### src/design/itp_pkg.sv
// ----------------------------------------------------------------------------
// itp_pkg
// Types and constants of the identity TLV parser.
// ----------------------------------------------------------------------------
`timescale 1ns / 1ps

package itp_pkg;

  typedef enum logic [3:0] {
    PhType  = 4'b0001,
    PhLenHi = 4'b0010,
    PhLenLo = 4'b0100,
    PhValue = 4'b1000
  } itp_phase_e;

  localparam logic [7:0] TypeName  = 8'h01;
  localparam logic [7:0] TypeGrps  = 8'h04;
  localparam logic [7:0] TypeRand  = 8'h07;
  localparam logic [7:0] TypeHost  = 8'h20;
  localparam logic [7:0] IpOpenChr = 8'h5B;

  localparam logic [2:0] TbName     = 3'd0;
  localparam logic [2:0] TbGrps     = 3'd1;
  localparam logic [2:0] TbHost     = 3'd2;
  localparam logic [2:0] TbIp       = 3'd3;
  localparam logic [2:0] TbNone     = 3'd4;
  localparam logic [2:0] TbHostPend = 3'd5;

  localparam logic KindWrite  = 1'b0;
  localparam logic KindStatus = 1'b1;

  localparam int unsigned QDepth = 4;
  localparam int unsigned QPtrW  = $clog2(QDepth);
  localparam int unsigned QCntW  = $clog2(QDepth + 1);

  typedef struct packed {
    logic        kind;
    logic [1:0]  dest_buffer;
    logic [7:0]  char_index;
    logic [7:0]  char_value;
    logic        status_ok;
    logic [15:0] field_count;
    logic        last_of_run;
  } itp_res_t;

  typedef struct packed {
    logic vld0;
    logic vld1;
  } itp_push_t;

  function automatic itp_res_t itp_write(logic [1:0] dest, logic [7:0] idx, logic [7:0] val);
    itp_res_t r;
    r             = '0;
    r.kind        = KindWrite;
    r.dest_buffer = dest;
    r.char_index  = idx;
    r.char_value  = val;
    return r;
  endfunction

endpackage

### src/design/itp_step.sv
// ----------------------------------------------------------------------------
// itp_step
// Record state machine: consumes one byte per transfer and forms up to two
// results for it.
// ----------------------------------------------------------------------------
`timescale 1ns / 1ps

module itp_step #(
  parameter int unsigned NAME_CAP   = 256,
  parameter int unsigned GROUPS_CAP = 256,
  parameter int unsigned HOST_CAP   = 256,
  parameter int unsigned IP_CAP     = 64
) (
  input  logic             clk_i,
  input  logic             rst_ni,
  input  logic             accept_i,
  input  logic             req_type_i,
  input  logic [7:0]       data_byte_i,
  output itp_pkg::itp_push_t push_o,
  output itp_pkg::itp_res_t  res0_o,
  output itp_pkg::itp_res_t  res1_o
);
  import itp_pkg::*;

  localparam logic [15:0] NameLim = 16'(NAME_CAP - 1);
  localparam logic [15:0] GrpsLim = 16'(GROUPS_CAP - 1);
  localparam logic [15:0] HostLim = 16'(HOST_CAP - 1);
  localparam logic [15:0] IpLim   = 16'(IP_CAP - 1);

  itp_phase_e  phase_q, phase_d;
  logic [7:0]  rt_q, rt_d;
  logic [7:0]  lh_q, lh_d;
  logic [15:0] bl_q, bl_d;
  logic [15:0] vp_q, vp_d;
  logic [2:0]  tb_q, tb_d;
  logic [15:0] cnt_q, cnt_d;

  logic [15:0] len_w;
  logic [2:0]  sel_tb;
  logic [2:0]  tb_eff;
  logic [15:0] lim_w;
  logic        last_w;
  logic        w0, w1;
  logic [16:0] eff_w;
  logic [7:0]  term_idx;
  itp_res_t    r0, r1;
  itp_push_t   push;

  assign len_w  = {lh_q, data_byte_i};
  assign last_w = (bl_q == 16'd1);
  assign tb_eff = (tb_q == TbHostPend) ? ((data_byte_i == IpOpenChr) ? TbIp : TbHost) : tb_q;
  assign eff_w  = (data_byte_i == 8'd0) ? {1'b0, vp_q} : {1'b0, vp_q} + 17'd1;
  assign term_idx = (eff_w < {1'b0, lim_w}) ? eff_w[7:0] : lim_w[7:0];

  always_comb begin
    case (rt_q)
      TypeName: sel_tb = TbName;
      TypeGrps: sel_tb = TbGrps;
      TypeHost: sel_tb = TbHostPend;
      default:  sel_tb = TbNone;
    endcase
  end

  always_comb begin
    case (tb_eff[1:0])
      2'd0:    lim_w = NameLim;
      2'd1:    lim_w = GrpsLim;
      2'd2:    lim_w = HostLim;
      default: lim_w = IpLim;
    endcase
  end

  always_comb begin
    phase_d = phase_q;
    rt_d    = rt_q;
    lh_d    = lh_q;
    bl_d    = bl_q;
    vp_d    = vp_q;
    tb_d    = tb_q;
    cnt_d   = cnt_q;
    r0      = '0;
    r1      = '0;
    push    = '0;
    w0      = 1'b0;
    w1      = 1'b0;
    if (accept_i && req_type_i) begin
      r0.kind        = KindStatus;
      r0.status_ok   = (phase_q == PhType) && (cnt_q != 16'd0);
      r0.field_count = cnt_q;
      push.vld0      = 1'b1;
      phase_d = PhType;
      rt_d    = '0;
      lh_d    = '0;
      bl_d    = '0;
      vp_d    = '0;
      tb_d    = TbNone;
      cnt_d   = '0;
    end else if (accept_i) begin
      case (phase_q)
        PhType: begin
          rt_d    = data_byte_i;
          phase_d = PhLenHi;
        end
        PhLenHi: begin
          lh_d    = data_byte_i;
          phase_d = PhLenLo;
        end
        PhLenLo: begin
          bl_d = len_w;
          vp_d = '0;
          if (rt_q != TypeRand && cnt_q != 16'hFFFF) begin
            cnt_d = cnt_q + 16'd1;
          end
          if (len_w == 16'd0) begin
            if (sel_tb != TbNone) begin
              r0        = itp_write((sel_tb == TbHostPend) ? TbHost[1:0] : sel_tb[1:0],
                                    8'd0, 8'd0);
              push.vld0 = 1'b1;
            end
            tb_d    = TbNone;
            phase_d = PhType;
          end else begin
            tb_d    = sel_tb;
            phase_d = PhValue;
          end
        end
        PhValue: begin
          bl_d = bl_q - 16'd1;
          vp_d = vp_q + 16'd1;
          if (!tb_eff[2]) begin
            w0 = !(last_w && data_byte_i == 8'd0) && (vp_q < lim_w);
            w1 = last_w;
          end
          if (w0) begin
            r0        = itp_write(tb_eff[1:0], vp_q[7:0], data_byte_i);
            push.vld0 = 1'b1;
            if (w1) begin
              r1        = itp_write(tb_eff[1:0], term_idx, 8'd0);
              push.vld1 = 1'b1;
            end
          end else if (w1) begin
            r0        = itp_write(tb_eff[1:0], term_idx, 8'd0);
            push.vld0 = 1'b1;
          end
          if (last_w) begin
            phase_d = PhType;
            tb_d    = TbNone;
          end else begin
            tb_d    = tb_eff;
          end
        end
        default: begin
          phase_d = PhType;
        end
      endcase
    end
    if (push.vld1) begin
      r1.last_of_run = 1'b1;
    end else if (push.vld0) begin
      r0.last_of_run = 1'b1;
    end
  end

  always_ff @(posedge clk_i or negedge rst_ni) begin
    if (!rst_ni) begin
      phase_q <= PhType;
      rt_q    <= '0;
      lh_q    <= '0;
      bl_q    <= '0;
      vp_q    <= '0;
      tb_q    <= TbNone;
      cnt_q   <= '0;
    end else begin
      phase_q <= phase_d;
      rt_q    <= rt_d;
      lh_q    <= lh_d;
      bl_q    <= bl_d;
      vp_q    <= vp_d;
      tb_q    <= tb_d;
      cnt_q   <= cnt_d;
    end
  end

  assign push_o = push;
  assign res0_o = r0;
  assign res1_o = r1;

endmodule

### src/design/itp_res_fifo.sv
// ----------------------------------------------------------------------------
// itp_res_fifo
// Result queue: takes up to two results per cycle, hands out one per transfer.
// ----------------------------------------------------------------------------
`timescale 1ns / 1ps

module itp_res_fifo (
  input  logic               clk_i,
  input  logic               rst_ni,
  input  itp_pkg::itp_push_t push_i,
  input  itp_pkg::itp_res_t  res0_i,
  input  itp_pkg::itp_res_t  res1_i,
  output logic               room_o,
  output logic               out_valid_o,
  input  logic               out_ready_i,
  output itp_pkg::itp_res_t  head_o
);
  import itp_pkg::*;

  itp_res_t           mem_q [QDepth];
  logic [QPtrW-1:0]   wr_q, wr_d;
  logic [QPtrW-1:0]   rd_q, rd_d;
  logic [QCntW-1:0]   cnt_q, cnt_d;
  logic [QPtrW-1:0]   wr_nxt;
  logic [QCntW-1:0]   n_push;
  logic               pop;

  assign wr_nxt = wr_q + QPtrW'(1);
  assign n_push = QCntW'(push_i.vld0) + QCntW'(push_i.vld1);
  assign pop    = out_valid_o && out_ready_i;

  always_comb begin
    wr_d  = wr_q + n_push[QPtrW-1:0];
    rd_d  = pop ? rd_q + QPtrW'(1) : rd_q;
    cnt_d = cnt_q + n_push - QCntW'(pop);
  end

  always_ff @(posedge clk_i) begin
    if (push_i.vld0) begin
      mem_q[wr_q] <= res0_i;
    end
    if (push_i.vld1) begin
      mem_q[wr_nxt] <= res1_i;
    end
  end

  always_ff @(posedge clk_i or negedge rst_ni) begin
    if (!rst_ni) begin
      wr_q  <= '0;
      rd_q  <= '0;
      cnt_q <= '0;
    end else begin
      wr_q  <= wr_d;
      rd_q  <= rd_d;
      cnt_q <= cnt_d;
    end
  end

  // hold off input unless two slots are free
  assign room_o      = (cnt_q <= QCntW'(QDepth - 2));
  assign out_valid_o = (cnt_q != '0);
  assign head_o      = mem_q[rd_q];

endmodule

### src/design/identity_tlv_parser.sv
// ----------------------------------------------------------------------------
// identity_tlv_parser
// Each result is written into the result queue and offered on out_valid_o from there.
// Throughput: one byte per cycle; a byte that ends a field gives up to two results,
// and in_ready_o drops while the four-entry result queue holds three or more.
// Reset: rst_ni clears the record state, the field count and the queue.
// ----------------------------------------------------------------------------
`timescale 1ns / 1ps

module identity_tlv_parser #(
  parameter int unsigned NAME_CAP   = 256,
  parameter int unsigned GROUPS_CAP = 256,
  parameter int unsigned HOST_CAP   = 256,
  parameter int unsigned IP_CAP     = 64
) (
  input  logic        clk_i,
  input  logic        rst_ni,
  input  logic        in_valid_i,
  output logic        in_ready_o,
  input  logic        req_type_i,
  input  logic [7:0]  data_byte_i,
  output logic        out_valid_o,
  input  logic        out_ready_i,
  output logic        kind_o,
  output logic [1:0]  dest_buffer_o,
  output logic [7:0]  char_index_o,
  output logic [7:0]  char_value_o,
  output logic        status_ok_o,
  output logic [15:0] field_count_o,
  output logic        last_of_run_o
);
  import itp_pkg::*;

  itp_push_t push;
  itp_res_t  res0, res1, head;
  logic      accept;

  assign accept = in_valid_i && in_ready_o;

  itp_step #(
    .NAME_CAP  (NAME_CAP),
    .GROUPS_CAP(GROUPS_CAP),
    .HOST_CAP  (HOST_CAP),
    .IP_CAP    (IP_CAP)
  ) u_itp_step (
    .clk_i      (clk_i),
    .rst_ni     (rst_ni),
    .accept_i   (accept),
    .req_type_i (req_type_i),
    .data_byte_i(data_byte_i),
    .push_o     (push),
    .res0_o     (res0),
    .res1_o     (res1)
  );

  itp_res_fifo u_itp_res_fifo (
    .clk_i      (clk_i),
    .rst_ni     (rst_ni),
    .push_i     (push),
    .res0_i     (res0),
    .res1_i     (res1),
    .room_o     (in_ready_o),
    .out_valid_o(out_valid_o),
    .out_ready_i(out_ready_i),
    .head_o     (head)
  );

  assign kind_o        = head.kind;
  assign dest_buffer_o = head.dest_buffer;
  assign char_index_o  = head.char_index;
  assign char_value_o  = head.char_value;
  assign status_ok_o   = head.status_ok;
  assign field_count_o = head.field_count;
  assign last_of_run_o = head.last_of_run;

endmodule

### config.mk
export PLATFORM = sky130hd
export DESIGN_NAME = identity_tlv_parser
export DESIGN_NICKNAME = d
export VERILOG_FILES = /design/src/design/itp_pkg.sv /design/src/design/itp_step.sv /design/src/design/itp_res_fifo.sv /design/src/design/identity_tlv_parser.sv
export SDC_FILE = /design/constraint.sdc
export NUM_CORES = 1
export LEC_CHECK = 0
export BUFFER_PORTS_ARGS = -buffer_cell sky130_fd_sc_hd__clkbuf_2
export CAP_MARGIN = 20
export CELL_PAD_IN_SITES_DETAIL_PLACEMENT = 1
export CELL_PAD_IN_SITES_GLOBAL_PLACEMENT = 1
export CORE_ASPECT_RATIO = 1.4
export CORE_UTILIZATION = 42
export CTS_CLUSTER_SIZE = 8
export DETAILED_ROUTE_END_ITERATION = 6
export PLACE_DENSITY = 0.76
export REMOVE_ABC_BUFFERS = 1
export SLEW_MARGIN = 20
export SYNTH_ARGS = -nofsm -noshare
export SYNTH_HDL_FRONTEND = slang
export SYNTH_HIERARCHICAL = 1
export SYNTH_SLANG_ARGS = --single-unit
### constraint.sdc
create_clock -name clk_i -period 9.1 [get_ports clk_i]
set_input_delay 1.365 -clock clk_i [delete_from_list [all_inputs] [get_ports clk_i]]
set_output_delay 1.365 -clock clk_i [all_outputs]
set_load 0.02 [all_outputs]
==> impl_metrics.yaml <==
timing:
  slew_headroom: 0.282
  period_share: 0.590
  finalHoldViolCount: 0
  rsz0062_at_grt: "no"
  slew_violations: 0
  period_needed_ps: 5370
  setup_violations: 0
  max_freq_ghz: 0.186
  tns_ps: 0
  tightest_slew_ps: 1070
  skew_ps: 15.9
flow_run:
  max-cap-violations: 0
cts:
  cts_root_buffer: "clkbuf_16"
  cts_made_buffers: 34
  htreeDepth: 2
  postCtsSetupBuffers: 0
  numClockSinks: 226
  clk_pin_slew_worst_paths_ps: 50
  cts_max_path_buffers: 3
  cts-hold-fix-buffers: 0
  insertion_delay_ps: 510
  cts-resized-gates: 0
  cts_tree: "built"
routing:
  ant_nets: 0
  vias_per_cell: 5.85
  first_pass_iters: 5
  drt_iter0_markers: 538
  via_count: 8680
  avgRoutedWirePerCell_um: 22.9
  totalWireLength_um: 33900
  drc: 0
yosys:
  synth-main-ff-cell: "edfxtp_1"
  synth_area_leaders: "edfxtp_1, dfrtp_1, mux2_2"
  synth_edf_count: 148
  synth_xor_area_frac: 0.0207
  synth_mux_area_frac: 0.206
  yosys_register_bits: 226
  syn_area_mm2: 0.0127
  synth_compound_area_frac: 0.0837
  synthAdderAreaFrac: 0.0134
  synth-async-reset-ratio: 0.345
  netlist-cell-type-count: 65
  synth_top_area_cell: "edfxtp_1"
  synth_warnings: 6
  syn-instance-count: 1049
  synth_top_family_by_area: "multiplexers"
  synth_top_area_share: 0.350
  syn_avg_cell_area_um2: 12.1
  synth.yosys.seq_area_share: 0.503
  synth-simple-area-share: 0.119
power:
  ir_drop_uv: 115
  p_leak_nw: 5.80
  totalPowerFinal_mw: 3.30
  power_density_mw_per_mm2: 234
place:
  port_buffers: 51
  hpwlAfterDp_um: 21500
  placed_cells: 1432
  gp_congestion: 0.828
worst_setup_path:
  startpoint_type: "primary input"
  path_cells: "clkbuf_2, or4_4, or3_1, nand3_1, xnor2_1, ha_1, a21o_1, a211oi_1, o311ai_4, a211oi_4, nand2_1, o21ai_0, a21oi_1, mux2_2"
  path_max_fanout: 18
  cp-end-kind: "flop"
  crit_family: "compound AO/OA/AOI/OAI gates"
  slowest_stage: "a211oi_4"
  worstPathArrival_ps: 5610
  crit_path_max_incr_delay_ps: 620
  cp.required_ps: 9350
  cp.buffers_inverters: 1
  worstSetupPathType: "in2reg"
global_routing:
  grt_usage: 0.225
  grt_start_max_net_pins: 63
  grt_first_pass_wirelength_um: 53900
  grt_pass1_vias: 9597
  grt_overflow: 0
  antenna_found_initial: 0
layout:
  nFillCells: 3142
  drive_above_1_share: 0.276
  final_cell_mix: "edfxtp_1, mux2_2, o21ai_0, dfrtp_1, nand2_1"
  antenna_cells: 0
  fin_cells: 1484
  layout_commonest_cell: "edfxtp_1"
  nets: 1109
  area_growth_syn_to_layout_pct: 11.0
die:
  start_util: 0.426
  die_y_um: 208
  io_pins: 52
  die-area_mm2: 0.0310
  die_w_um: 149
  rows: 75
  core_mm2: 0.0298
min_path:
  hp-class: "reg2reg"
outcome:
  status: "complete, no violations"
==> metrics by stage <==
stage                     hold slack (ps)  cell area, um^2  setup WS [ps]  utilization
after floorplan                       441            12200           2720            -
after global placement                459            13100           3600        0.440
after detailed placement              470            13100           3460        0.440
after CTS                             480            14100           3800        0.473
after global routing                  507            14100           3480        0.473
final                                 478            14100           3730        0.473
==> Yosys cell counts, types with 14 or more instances <==
cell and count:
edfxtp_1 148, o21ai_0 83, nor2_1 67, mux2_2 122, nor3_1 21, mux4_2 37
a21oi_1 45, mux2_4 19, buf_4 30, and3_1 32, nand2_1 66, nand4_1 14
dfrtp_1 76, buf_6 16, xor2_1 17, nand3_1 26, clkbuf_1 38, inv_1 24
==> worst paths after layout <==
| kind | from | endpoint | slack [ps] | cells after the start |
|---|---|---|---|---|
| setup / recovery | data_byte_i[1] | u_itp_res_fifo/mem_q[2][28] | 3730 | 14 |
| hold / removal | u_itp_step/rt_q[6] | u_itp_step/rt_q[6] | 480 | 2 |
| setup reg to reg | u_itp_step/vp_q[2] | u_itp_res_fifo/mem_q[2][28] | 4170 | 14 |
| hold reg to reg | u_itp_step/rt_q[6] | u_itp_step/rt_q[6] | 480 | 2 |
| max in group asynchronous | rst_ni | u_itp_step/vp_q[5] | 7240 | 2 |
| min in group asynchronous | rst_ni | u_itp_step/cnt_q[13] | 730 | 1 |
==> per-layer routing <==
layer / vias up / routed length (um) / track usage
met2: 199 / 17900 / 0.409
met4: 0 / 1200 / 0.0866
met5: - / 0 / 0
li1: 3944 / - / -
met3: 77 / 1290 / 0.0297
met1: 4460 / 13500 / 0.266
==> area by class of cell <==
class | instances | area [um^2] | share of cell area
inverter | 24 | 90.1 | 0.00639
timing repair buffer | 66 | 370 | 0.0263
clock buffer | 49 | 938 | 0.0665
clock inverter | 3 | 37.5 | 0.00266
tap | 385 | 482 | 0.0342
sequential | 226 | 6400 | 0.454
multi-input combinational | 731 | 5780 | 0.410
==> kinds of logic after synthesis <==
group / after synthesis
flops: 226
fa+ha+maj: 13
compound gates: 179
simple gates: 293
other cells: 1
mux: 190
buf+inv: 117
xor+xnor: 30
==> registers in the layout (all words and copies together) (netlist names) <==
register,cells
u_itp_step/cnt_q,16
u_itp_step/bl_q,16
u_itp_step/rt_q,8
u_itp_res_fifo/mem_q,148
u_itp_step/vp_q,16
u_itp_res_fifo/rd_q,2
u_itp_step/lh_q,8
u_itp_res_fifo/wr_q,2
u_itp_res_fifo/cnt_q,3
u_itp_step/phase_q,4
u_itp_step/tb_q,3
==> worst register-to-register path, cell delays in order (launching register included) <==
cell and delay, ps:
dfrtp_1 560, nand3_1 300, nor2_1 410, nand3_1 190, nor2_1 230, xnor2_1 190, ha_1 280, a21o_1 160
a211oi_1 370, o311ai_4 190, a211oi_4 620, nand2_1 310, o21ai_0 320, a21oi_1 220, mux2_2 310
==> power breakdown <==
part           total [mW]  internal [mW]  leakage [nW]  switching [mW]
clock                1.16          0.710         0.472           0.455
combinational       0.807          0.331          2.84           0.475
sequential           1.33           1.17          2.49           0.157
Note: power is estimated with default switching activity, not from simulation.
